## src/rtl/lvmrl_pkg.sv

```systemverilog
package lvmrl_pkg;

    localparam int ID_W      = 29;
    localparam int LEN_W     = 4;
    localparam int WORD_W    = 32;
    localparam int GAP_W     = 16;
    localparam int STATUS_W  = 3;
    localparam int OUT_ID_W  = 16;
    localparam int CFG_IDX_W = 3;
    localparam int CFG_DAT_W = 29;

    // register indexes
    localparam logic [CFG_IDX_W-1:0] CFG_SLOT0_ID  = 3'd0;
    localparam logic [CFG_IDX_W-1:0] CFG_SLOT0_GAP = 3'd3;
    localparam logic [CFG_IDX_W-1:0] CFG_THROTTLE  = 3'd6;
    localparam int                   ID_REG_COUNT  = 3;

    // item kinds
    localparam logic REQ_FRAME = 1'b0;
    localparam logic REQ_TX    = 1'b1;

    // result status codes
    localparam logic [STATUS_W-1:0] STAT_QUEUED    = 3'd0;
    localparam logic [STATUS_W-1:0] STAT_UNKNOWN   = 3'd1;
    localparam logic [STATUS_W-1:0] STAT_RATE_DROP = 3'd2;
    localparam logic [STATUS_W-1:0] STAT_SENT      = 3'd3;
    localparam logic [STATUS_W-1:0] STAT_NOTHING   = 3'd4;

    localparam logic [ID_W-1:0] SCALED_ID   = 29'd933;
    localparam logic [6:0]      SCALE_MUL   = 7'd100;
    localparam logic [15:0]     SCALE_LIMIT = 16'hFFFF;
    localparam logic [LEN_W-1:0] SCALE_MIN_LEN = 4'd2;

    typedef struct packed {
        logic [OUT_ID_W-1:0] id;
        logic [LEN_W-1:0]    len;
        logic [WORD_W-1:0]   payload_lo;
        logic [WORD_W-1:0]   payload_hi;
        logic [WORD_W-1:0]   seq;
        logic [WORD_W-1:0]   last_ms;
    } slot_entry_t;

    localparam int ENTRY_W = $bits(slot_entry_t);

endpackage

```

## src/rtl/lvmrl_ifs.sv

```systemverilog
interface lvmrl_req_if
    import lvmrl_pkg::*;
();
    logic              valid;
    logic              ready;
    logic              req_type;
    logic [ID_W-1:0]   frame_id;
    logic [LEN_W-1:0]  frame_len;
    logic [WORD_W-1:0] payload_lo;
    logic [WORD_W-1:0] payload_hi;
    logic [WORD_W-1:0] now_ms;

    modport source (output valid, req_type, frame_id, frame_len, payload_lo, payload_hi,
                    now_ms, input ready);
    modport sink   (input valid, req_type, frame_id, frame_len, payload_lo, payload_hi,
                    now_ms, output ready);
endinterface

interface lvmrl_rsp_if
    import lvmrl_pkg::*;
();
    logic                valid;
    logic                ready;
    logic [STATUS_W-1:0] status;
    logic [OUT_ID_W-1:0] out_id;
    logic [LEN_W-1:0]    out_len;
    logic [WORD_W-1:0]   out_payload_lo;
    logic [WORD_W-1:0]   out_payload_hi;
    logic [WORD_W-1:0]   out_seq;
    logic                out_fresh;

    modport source (output valid, status, out_id, out_len, out_payload_lo, out_payload_hi,
                    out_seq, out_fresh, input ready);
    modport sink   (input valid, status, out_id, out_len, out_payload_lo, out_payload_hi,
                    out_seq, out_fresh, output ready);
endinterface

interface lvmrl_cfg_if
    import lvmrl_pkg::*;
();
    logic                 valid;
    logic                 ready;
    logic [CFG_IDX_W-1:0] index;
    logic [CFG_DAT_W-1:0] data;

    modport source (output valid, index, data, input ready);
    modport sink   (input valid, index, data, output ready);
endinterface

```

## src/rtl/lvmrl_ram.sv

```systemverilog
module lvmrl_ram #(
    parameter int WIDTH = 8,
    parameter int DEPTH = 4
) (
    input  logic                                   clk,
    input  logic                                   we,
    input  logic [(DEPTH > 1 ? $clog2(DEPTH) : 1)-1:0] waddr,
    input  logic [WIDTH-1:0]                       wdata,
    input  logic                                   re,
    input  logic [(DEPTH > 1 ? $clog2(DEPTH) : 1)-1:0] raddr,
    output logic [WIDTH-1:0]                       rdata
);

    logic [WIDTH-1:0] mem [DEPTH];

    always_ff @(posedge clk)
    begin
        if (we)
        begin
            mem[waddr] <= wdata;
        end
        if (re)
        begin
            rdata <= mem[raddr];
        end
    end

endmodule

```

## src/rtl/latest_value_mailbox_rate_limiter.sv

```systemverilog
// Latest-value mailbox with per-slot rate limiting and round-robin transmit.
// Channels: req takes items (req_type 0 is a received frame, 1 a transmit
// request), rsp returns exactly one result item per request item, cfg
// writes the slot identifiers, per-slot minimum gaps and the throttle bit;
// cfg is always ready; the user must write it only while the block is idle, which the block does not enforce.
// Each slot's stored frame, sequence number and last accept time sit in
// one slot memory with a registered read port; pending and holds-data bits
// are flip-flops. An item is accepted in the idle state, its slot entry is
// read at the accept edge, and the update step then checks the rate and
// writes the entry for a frame, or reads out the stored entry for a
// transmit request, and loads the result register; rsp.valid rises as it
// commits. No new item is taken until then: slot memory is read, then written back.
// When rsp stalls, the finished result holds in the output register and the
// block waits in the update step without committing until the register
// frees; no further item is taken meanwhile.
// Reset clears pending and holds-data bits, the sequence counter, the round
// robin pointer and the configuration (throttle on); no clearing pass runs.
module latest_value_mailbox_rate_limiter
    import lvmrl_pkg::*;
#(
    parameter int SLOT_COUNT = 3
) (
    input  logic        clk,
    input  logic        rst_n,
    lvmrl_req_if.sink   req,
    lvmrl_rsp_if.source rsp,
    lvmrl_cfg_if.sink   cfg
);

    localparam int SW = (SLOT_COUNT > 1) ? $clog2(SLOT_COUNT) : 1;
    localparam logic [SW-1:0] LAST_SLOT = SW'(SLOT_COUNT - 1);

    localparam logic S_IDLE = 1'b0;
    localparam logic S_RESP = 1'b1;

    logic state_reg, state_next;

    logic [ID_W-1:0]  slot_id_reg  [SLOT_COUNT];
    logic [GAP_W-1:0] slot_gap_reg [SLOT_COUNT];
    logic             throttle_reg;

    logic [SLOT_COUNT-1:0] pending_reg, pending_next;
    logic [SLOT_COUNT-1:0] holds_reg, holds_next;
    logic [WORD_W-1:0]     seq_reg, seq_next;
    logic [SW-1:0]         rr_reg, rr_next;

    logic              item_type_reg;
    logic [ID_W-1:0]   item_id_reg;
    logic [LEN_W-1:0]  item_len_reg;
    logic [WORD_W-1:0] item_lo_reg;
    logic [WORD_W-1:0] item_hi_reg;
    logic [WORD_W-1:0] item_now_reg;
    logic [SW-1:0]     slot_reg;
    logic              hit_reg;

    logic                out_valid_reg, out_valid_next;
    logic [STATUS_W-1:0] out_status_reg, out_status_next;
    logic [OUT_ID_W-1:0] out_id_reg, out_id_next;
    logic [LEN_W-1:0]    out_len_reg, out_len_next;
    logic [WORD_W-1:0]   out_lo_reg, out_lo_next;
    logic [WORD_W-1:0]   out_hi_reg, out_hi_next;
    logic [WORD_W-1:0]   out_seq_reg, out_seq_next;
    logic                out_fresh_reg, out_fresh_next;

    logic        accept;
    logic        commit;
    logic        match_hit;
    logic [SW-1:0] match_slot;
    logic [SW-1:0] rd_addr;

    logic        ram_we;
    slot_entry_t ram_wdata;
    slot_entry_t ram_rdata;

    logic [WORD_W-1:0] last_ms;
    logic [WORD_W-1:0] elapsed;
    logic              rate_ok;
    logic [22:0]       scaled;
    logic [15:0]       scaled_sat;
    logic [WORD_W-1:0] store_lo;

    assign accept    = req.valid && req.ready;
    assign req.ready = (state_reg == S_IDLE);
    assign commit    = (state_reg == S_RESP) && (!out_valid_reg || rsp.ready);
    assign cfg.ready = 1'b1;

    // lowest matching slot wins
    always_comb
    begin
        match_hit  = 1'b0;
        match_slot = '0;
        for (int i = SLOT_COUNT - 1; i >= 0; i--)
        begin
            if (slot_id_reg[i] == req.frame_id)
            begin
                match_hit  = 1'b1;
                match_slot = SW'(i);
            end
        end
    end

    assign rd_addr = (req.req_type == REQ_TX) ? rr_reg : match_slot;

    lvmrl_ram #(
        .WIDTH (ENTRY_W),
        .DEPTH (SLOT_COUNT)
    ) u_slot_ram (
        .clk   (clk),
        .we    (ram_we),
        .waddr (slot_reg),
        .wdata (ram_wdata),
        .re    (accept),
        .raddr (rd_addr),
        .rdata (ram_rdata)
    );

    // configuration
    always_ff @(posedge clk or negedge rst_n)
    begin
        if (!rst_n)
        begin
            for (int i = 0; i < SLOT_COUNT; i++)
            begin
                slot_id_reg[i]  <= '0;
                slot_gap_reg[i] <= '0;
            end
            throttle_reg <= 1'b1;
        end
        else if (cfg.valid && cfg.ready)
        begin
            for (int i = 0; i < SLOT_COUNT; i++)
            begin
                if (i < ID_REG_COUNT && cfg.index == CFG_IDX_W'(CFG_SLOT0_ID + i))
                begin
                    slot_id_reg[i] <= cfg.data;
                end
                if (i < ID_REG_COUNT && cfg.index == CFG_IDX_W'(CFG_SLOT0_GAP + i))
                begin
                    slot_gap_reg[i] <= cfg.data[GAP_W-1:0];
                end
            end
            if (cfg.index == CFG_THROTTLE)
            begin
                throttle_reg <= cfg.data[0];
            end
        end
    end

    // rate check on the entry read back, and scaling of the new frame's payload
    always_comb
    begin
        last_ms    = holds_reg[slot_reg] ? ram_rdata.last_ms : '0;
        elapsed    = item_now_reg - last_ms;
        rate_ok    = !throttle_reg || (elapsed >= WORD_W'(slot_gap_reg[slot_reg]));
        scaled     = 23'(item_lo_reg[15:0]) * 23'(SCALE_MUL);
        scaled_sat = (scaled > 23'(SCALE_LIMIT)) ? SCALE_LIMIT : scaled[15:0];
        store_lo   = item_lo_reg;
        if (item_id_reg == SCALED_ID && item_len_reg >= SCALE_MIN_LEN)
        begin
            store_lo = {item_lo_reg[31:16], scaled_sat};
        end
        ram_wdata.id         = item_id_reg[OUT_ID_W-1:0];
        ram_wdata.len        = item_len_reg;
        ram_wdata.payload_lo = store_lo;
        ram_wdata.payload_hi = item_hi_reg;
        ram_wdata.seq        = seq_reg;
        ram_wdata.last_ms    = item_now_reg;
    end

    always_comb
    begin
        state_next      = state_reg;
        pending_next    = pending_reg;
        holds_next      = holds_reg;
        seq_next        = seq_reg;
        rr_next         = rr_reg;
        ram_we          = 1'b0;
        out_valid_next  = out_valid_reg && !rsp.ready;
        out_status_next = out_status_reg;
        out_id_next     = out_id_reg;
        out_len_next    = out_len_reg;
        out_lo_next     = out_lo_reg;
        out_hi_next     = out_hi_reg;
        out_seq_next    = out_seq_reg;
        out_fresh_next  = out_fresh_reg;

        unique case (state_reg)
            S_IDLE:
            begin
                if (accept)
                begin
                    state_next = S_RESP;
                    if (req.req_type == REQ_TX)
                    begin
                        rr_next = (rr_reg >= LAST_SLOT) ? '0 : rr_reg + 1'b1;
                    end
                end
            end
            S_RESP:
            begin
                if (commit)
                begin
                    state_next     = S_IDLE;
                    out_valid_next = 1'b1;
                    out_id_next    = '0;
                    out_len_next   = '0;
                    out_lo_next    = '0;
                    out_hi_next    = '0;
                    out_seq_next   = '0;
                    out_fresh_next = 1'b0;
                    if (item_type_reg == REQ_FRAME)
                    begin
                        if (!hit_reg)
                        begin
                            out_status_next = STAT_UNKNOWN;
                        end
                        else if (!rate_ok)
                        begin
                            out_status_next = STAT_RATE_DROP;
                        end
                        else
                        begin
                            out_status_next        = STAT_QUEUED;
                            ram_we                 = 1'b1;
                            seq_next               = seq_reg + 1'b1;
                            holds_next[slot_reg]   = 1'b1;
                            pending_next[slot_reg] = 1'b1;
                        end
                    end
                    else if (holds_reg[slot_reg])
                    begin
                        out_status_next        = STAT_SENT;
                        out_id_next            = ram_rdata.id;
                        out_len_next           = ram_rdata.len;
                        out_lo_next            = ram_rdata.payload_lo;
                        out_hi_next            = ram_rdata.payload_hi;
                        out_seq_next           = ram_rdata.seq;
                        out_fresh_next         = pending_reg[slot_reg];
                        pending_next[slot_reg] = 1'b0;
                    end
                    else
                    begin
                        out_status_next = STAT_NOTHING;
                    end
                end
            end
            default:
            begin
                state_next = S_IDLE;
            end
        endcase
    end

    always_ff @(posedge clk or negedge rst_n)
    begin
        if (!rst_n)
        begin
            state_reg     <= S_IDLE;
            pending_reg   <= '0;
            holds_reg     <= '0;
            seq_reg       <= '0;
            rr_reg        <= '0;
            out_valid_reg <= 1'b0;
        end
        else
        begin
            state_reg     <= state_next;
            pending_reg   <= pending_next;
            holds_reg     <= holds_next;
            seq_reg       <= seq_next;
            rr_reg        <= rr_next;
            out_valid_reg <= out_valid_next;
        end
    end

    always_ff @(posedge clk)
    begin
        if (accept)
        begin
            item_type_reg <= req.req_type;
            item_id_reg   <= req.frame_id;
            item_len_reg  <= req.frame_len;
            item_lo_reg   <= req.payload_lo;
            item_hi_reg   <= req.payload_hi;
            item_now_reg  <= req.now_ms;
            slot_reg      <= rd_addr;
            hit_reg       <= match_hit;
        end
        out_status_reg <= out_status_next;
        out_id_reg     <= out_id_next;
        out_len_reg    <= out_len_next;
        out_lo_reg     <= out_lo_next;
        out_hi_reg     <= out_hi_next;
        out_seq_reg    <= out_seq_next;
        out_fresh_reg  <= out_fresh_next;
    end

    assign rsp.valid          = out_valid_reg;
    assign rsp.status         = out_status_reg;
    assign rsp.out_id         = out_id_reg;
    assign rsp.out_len        = out_len_reg;
    assign rsp.out_payload_lo = out_lo_reg;
    assign rsp.out_payload_hi = out_hi_reg;
    assign rsp.out_seq        = out_seq_reg;
    assign rsp.out_fresh      = out_fresh_reg;

    a_accept_to_resp: assert property (@(posedge clk) disable iff (!rst_n)
        accept |=> state_reg == S_RESP)
        else $error("accepted item did not move to update step");

    a_pending_has_data: assert property (@(posedge clk) disable iff (!rst_n)
        (pending_reg & ~holds_reg) == '0)
        else $error("slot pending without stored data");

    a_write_only_frame: assert property (@(posedge clk) disable iff (!rst_n)
        ram_we |-> (state_reg == S_RESP && item_type_reg == REQ_FRAME && hit_reg))
        else $error("slot memory written outside a queued frame");

    a_rr_range: assert property (@(posedge clk) disable iff (!rst_n)
        rr_reg <= LAST_SLOT)
        else $error("round robin pointer out of range");

    a_zero_unless_sent: assert property (@(posedge clk) disable iff (!rst_n)
        (out_valid_reg && out_status_reg != STAT_SENT) |->
            (out_seq_reg == '0 && out_fresh_reg == 1'b0 && out_id_reg == '0))
        else $error("result fields not cleared for non-send status");

endmodule
```

## src/flat_wrapper.sv

```systemverilog
// flat-port wrapper written by rule: the top's interface ports become plain ports
module latest_value_mailbox_rate_limiter_flat import lvmrl_pkg::*;
#(
    parameter int SLOT_COUNT = 3
)
  (clk, rst_n, req_valid, req_req_type, req_frame_id, req_frame_len, req_payload_lo, req_payload_hi, req_now_ms, req_ready, rsp_valid, rsp_status, rsp_out_id, rsp_out_len, rsp_out_payload_lo, rsp_out_payload_hi, rsp_out_seq, rsp_out_fresh, rsp_ready, cfg_valid, cfg_index, cfg_data, cfg_ready);
  lvmrl_req_if req_i ();
  lvmrl_rsp_if rsp_i ();
  lvmrl_cfg_if cfg_i ();
  input  logic clk;
  input  logic rst_n;
  input wire logic [$bits(req_i.valid)-1:0] req_valid;
  input wire logic [$bits(req_i.req_type)-1:0] req_req_type;
  input wire logic [$bits(req_i.frame_id)-1:0] req_frame_id;
  input wire logic [$bits(req_i.frame_len)-1:0] req_frame_len;
  input wire logic [$bits(req_i.payload_lo)-1:0] req_payload_lo;
  input wire logic [$bits(req_i.payload_hi)-1:0] req_payload_hi;
  input wire logic [$bits(req_i.now_ms)-1:0] req_now_ms;
  output wire logic [$bits(req_i.ready)-1:0] req_ready;
  output wire logic [$bits(rsp_i.valid)-1:0] rsp_valid;
  output wire logic [$bits(rsp_i.status)-1:0] rsp_status;
  output wire logic [$bits(rsp_i.out_id)-1:0] rsp_out_id;
  output wire logic [$bits(rsp_i.out_len)-1:0] rsp_out_len;
  output wire logic [$bits(rsp_i.out_payload_lo)-1:0] rsp_out_payload_lo;
  output wire logic [$bits(rsp_i.out_payload_hi)-1:0] rsp_out_payload_hi;
  output wire logic [$bits(rsp_i.out_seq)-1:0] rsp_out_seq;
  output wire logic [$bits(rsp_i.out_fresh)-1:0] rsp_out_fresh;
  input wire logic [$bits(rsp_i.ready)-1:0] rsp_ready;
  input wire logic [$bits(cfg_i.valid)-1:0] cfg_valid;
  input wire logic [$bits(cfg_i.index)-1:0] cfg_index;
  input wire logic [$bits(cfg_i.data)-1:0] cfg_data;
  output wire logic [$bits(cfg_i.ready)-1:0] cfg_ready;
  assign req_i.valid = req_valid;
  assign req_i.req_type = req_req_type;
  assign req_i.frame_id = req_frame_id;
  assign req_i.frame_len = req_frame_len;
  assign req_i.payload_lo = req_payload_lo;
  assign req_i.payload_hi = req_payload_hi;
  assign req_i.now_ms = req_now_ms;
  assign req_ready = req_i.ready;
  assign rsp_valid = rsp_i.valid;
  assign rsp_status = rsp_i.status;
  assign rsp_out_id = rsp_i.out_id;
  assign rsp_out_len = rsp_i.out_len;
  assign rsp_out_payload_lo = rsp_i.out_payload_lo;
  assign rsp_out_payload_hi = rsp_i.out_payload_hi;
  assign rsp_out_seq = rsp_i.out_seq;
  assign rsp_out_fresh = rsp_i.out_fresh;
  assign rsp_i.ready = rsp_ready;
  assign cfg_i.valid = cfg_valid;
  assign cfg_i.index = cfg_index;
  assign cfg_i.data = cfg_data;
  assign cfg_ready = cfg_i.ready;
  latest_value_mailbox_rate_limiter #(.SLOT_COUNT(SLOT_COUNT)) u_core (.clk(clk), .rst_n(rst_n), .req(req_i), .rsp(rsp_i), .cfg(cfg_i));
endmodule
```

## config.mk

```make
export PLATFORM = sky130hd
export DESIGN_NAME = latest_value_mailbox_rate_limiter_flat
export DESIGN_NICKNAME = d
export VERILOG_FILES = /design/src/rtl/lvmrl_pkg.sv /design/src/rtl/lvmrl_ifs.sv /design/src/rtl/lvmrl_ram.sv /design/src/rtl/latest_value_mailbox_rate_limiter.sv /design/src/flat_wrapper.sv
export SDC_FILE = /design/constraint.sdc
export NUM_CORES = 1
export LEC_CHECK = 0
export BUFFER_PORTS_ARGS = -buffer_cell sky130_fd_sc_hd__buf_4
export CORE_UTILIZATION = 40
export CTS_CLUSTER_DIAMETER = 150
export DETAILED_ROUTE_END_ITERATION = 7
export PLACE_DENSITY = 0.54
export SLEW_MARGIN = 10
export SYNTH_ARGS = -nofsm -noshare
export SYNTH_HDL_FRONTEND = slang
export SYNTH_SLANG_ARGS = --single-unit
```

## constraint.sdc

```tcl
create_clock -name clk -period 35.3 [get_ports clk]
set_clock_uncertainty 0.1 [all_clocks]
set_input_delay 5.295 -clock clk [delete_from_list [all_inputs] [get_ports clk]]
set_output_delay 5.295 -clock clk [all_outputs]
set_load 0.1 [all_outputs]
```

==> results.py <==
metrics = {
    "grt": {
        "grt_pass1_wl_um": 145000,
        "grt_overflow_total": 0,
        "grt_antenna_before_repair": 6,
        "grt_max_degree": 157,
        "grt_usage_pct": 17.9,
        "grt_pass1_vias": 24100,
    },
    "worst_hold_path": {
        "hold_class": "reg2reg",
    },
    "layout": {
        "largest_reg_flops": 444,
        "n_antenna_cell": 0,
        "num-fill-cells": 9077,
        "area_delta_synth_final_pct": 17.5,
        "mostFrequentLayoutCell": "edfxtp_1",
        "num-nets-final": 3332,
        "drive_gt1_share_pct": 21.3,
        "ff_latch_area_mm2": 0.0298,
        "multiInputGateArea_mm2": 0.0114,
        "final_cell_mix": "edfxtp_1, buf_4, a21oi_1",
    },
    "run_status": {
        "status": "finished clean",
    },
    "critical_path": {
        "crit_buf_inv": 3,
        "cp.required_ns": 35.58,
        "cpMostUsedCell": "buf_4",
        "path_max_fanout": 106,
        "critPathLaunchType": "input pin",
        "worst_setup_path_end_kind": "flop",
        "path_cells": "buf_4 -> xor2_1 -> nor4_1 -> nand4_1 -> nor4_1 -> nand2b_1 -> nor3_1 -> a21oi_4 -> buf_4 -> buf_4 -> a21oi_1",
        "crit_type": "in2reg",
        "crit_path_top_delay_cell": "buf_4",
        "slowest_delay_ns": 0.90,
        "cp_top_family": "buffers and inverters",
        "cp.arrival_ns": 9.51,
    },
    "synthesis": {
        "synth_seq_cells": 1023,
        "yosys_warnings": 0,
        "ys.flop_type": "edfxtp_1",
        "seq_area_frac_synth_pct": 71.2,
        "async_flop_share_pct": 17.4,
        "syn_inst": 2732,
        "synth_edf_count": 845,
        "synth.net_count": 3014,
        "synth_area_mm2": 0.0419,
        "ys_types": 71,
        "avgSynthCellArea_um2": 15.3,
    },
    "run": {
        "max_cap_viol_count": 0,
    },
    "timing": {
        "fmax_ghz": 0.108,
        "setup_ws_ns": 26.07,
        "setup_tns_ns": 0,
        "tightestPinTransition_ns": 1.19,
        "setup-violations-final": 0,
        "fin_crit_sh_pct": 26.2,
        "rsz0062_at_grt": "false",
        "max_slew_margin_pct": 21.0,
        "post-route-min-period_ns": 9.23,
        "finalHoldViolCount": 0,
        "drv_slew": 0,
    },
    "place": {
        "io_buffers": 288,
        "dp_hpwl_um": 59500,
        "gp_congestion": 0.857,
        "preCtsSetupSlack_ns": 25.31,
    },
    "clock_tree": {
        "htreeDepth": 3,
        "postCtsSetupBuffers": 0,
        "cts_root_buf": "clkbuf_16",
        "clk_pin_slew_ns": 0.06,
        "cts_hold_buf": 0,
        "ctsResizeCount": 0,
        "cts_buffer_depth": 3,
        "cts_tree": "yes",
        "cts-buffers-inserted": 110,
        "clkLatencyLatePin_ns": 0.69,
        "cts.sinks": 1023,
    },
    "power": {
        "power.leakage_nw": 18.6,
        "p_int_mw": 2.33,
        "power.density_mw_per_mm2": 67.0,
        "share_seq_of_total_power_pct": 45.9,
        "peakVddDrop_v": 0.0000500,
        "p_sw_share_pct": 29.4,
        "p_clk_share_pct": 34.0,
        "pwr-share-comb_pct": 20.1,
        "p_switching_uw": 968,
    },
    "die": {
        "dieArea_mm2": 0.106,
        "die_h_um": 326,
        "die_w_um": 326,
        "io_pins": 290,
        "start_util_pct": 40.4,
        "num_rows": 118,
        "core-area_mm2": 0.104,
    },
    "drt": {
        "dr_total_vias": 23100,
        "routed_wirelength_um": 94400,
        "post_drt_wl_per_cell_um": 20.9,
        "first_pass_iters": 5,
        "drc_errors": 0,
        "ant_nets": 0,
        "avgViaCountPerCell": 5.12,
        "drtIter0Drc": 1401,
    },
}
kinds of logic after synthesis:
group / Yosys count / share of synthesized area, %
AND/OR/NAND/NOR: 591 / 7.31
other: 1 / 0.00896
AO/OA/AOI/OAI: 353 / 5.03
XOR/XNOR: 148 / 3.10
flip-flops: 1023 / 71.2
adder cells (fa/ha/maj): 115 / 3.65
buffers and inverters: 193 / 1.89
multiplexers: 308 / 7.78
power groups by stage:
stage | clock [mW] | sequential, mW | combinational [mW]
after floorplan | 0 | 1.66 | 0.370
after global placement | 0 | 1.53 | 0.657
after detailed placement | 0 | 1.54 | 0.669
after CTS | 1.15 | 1.51 | 0.672
after global routing | 1.20 | 1.52 | 0.723
final | 1.12 | 1.51 | 0.661
through the flow:
| stage | hold slack (ns) | instances | util [%] | power [mW] | cell area, um^2 |
|---|---|---|---|---|---|
| after floorplan | 0.335 | 2732 | - | 2.03 | 41900 |
| after global placement | 0.344 | 4318 | 44.0 | 2.19 | 45600 |
| after detailed placement | 0.358 | 4318 | 44.0 | 2.21 | 45600 |
| after CTS | 0.373 | 4523 | 47.5 | 3.34 | 49200 |
| after global routing | 0.389 | 4523 | 47.5 | 3.45 | 49200 |
| final | 0.373 | 4523 | 47.5 | 3.30 | 49200 |
cell type report:
class | count | share of cell area (%)
Clock buffer | 152 | 6.27
Tap cell | 1380 | 3.51
Timing Repair Buffer | 320 | 4.92
Inverter | 79 | 0.603
Multi-Input combinational cell | 1516 | 23.1
Clock inverter | 53 | 0.959
Sequential cell | 1023 | 60.6
cells in the mapped netlist, types with 9 or more instances:
cell type	number	area (um^2)
mux2i_1	169	1690
nor3_1	18	90.1
buf_1	10	37.5
edfxtp_1	845	25400
dfrtp_1	177	4430
nand3_2	17	170
nor4_1	21	131
xor2_1	50	438
o21ai_0	28	140
nand2b_1	12	75.1
xnor2_1	98	858
ha_1	103	1290
buf_2	25	125
nor2_1	209	785
nand2_1	80	300
fa_1	12	240
inv_1	79	297
clkbuf_1	74	278
a21o_1	22	165
nand4_1	33	206
and3_1	142	888
nor2b_1	9	56.3
a21oi_1	228	1140
mux2_2	139	1570
nand3_1	22	110
path summary, 6_finish.rpt:
| path | startpoint | to | slack [ns] | cells past startpoint |
|---|---|---|---|---|
| setup / recovery | req_frame_id[3] | u_core.u_slot_ram.rdata[115]$_DFFE_PP_ | 26.07 | 11 |
| hold / removal | u_core.item_lo_reg[28]$_DFFE_PP_ | u_core.u_slot_ram.mem[1][124]$_DFFE_PP_ | 0.37 | 0 |
| setup reg to reg | u_core.slot_reg[0]$_DFFE_PP_ | u_core.u_slot_ram.mem[2][73]$_DFFE_PP_ | 26.21 | 29 |
| hold reg to reg | u_core.item_lo_reg[28]$_DFFE_PP_ | u_core.u_slot_ram.mem[1][124]$_DFFE_PP_ | 0.37 | 0 |
| max in group asynchronous | rst_n | u_core.state_reg$_DFF_PN0_ | 28.92 | 2 |
| min in group asynchronous | rst_n | u_core.slot_id_reg[56]$_DFFE_PN0P_ | 4.63 | 1 |
routing by layer:
layer | GRT usage [%] | up-vias | part of all wire [%]
li1 | - | 10800 | -
met1 | 24.6 | 11600 | 46
met2 | 28.5 | 493 | 47
met3 | 3.51 | 142 | 4.6
met4 | 5.43 | 12 | 2.7
met5 | 0 | - | 0.094
Power figures use the tool's default switching activity.
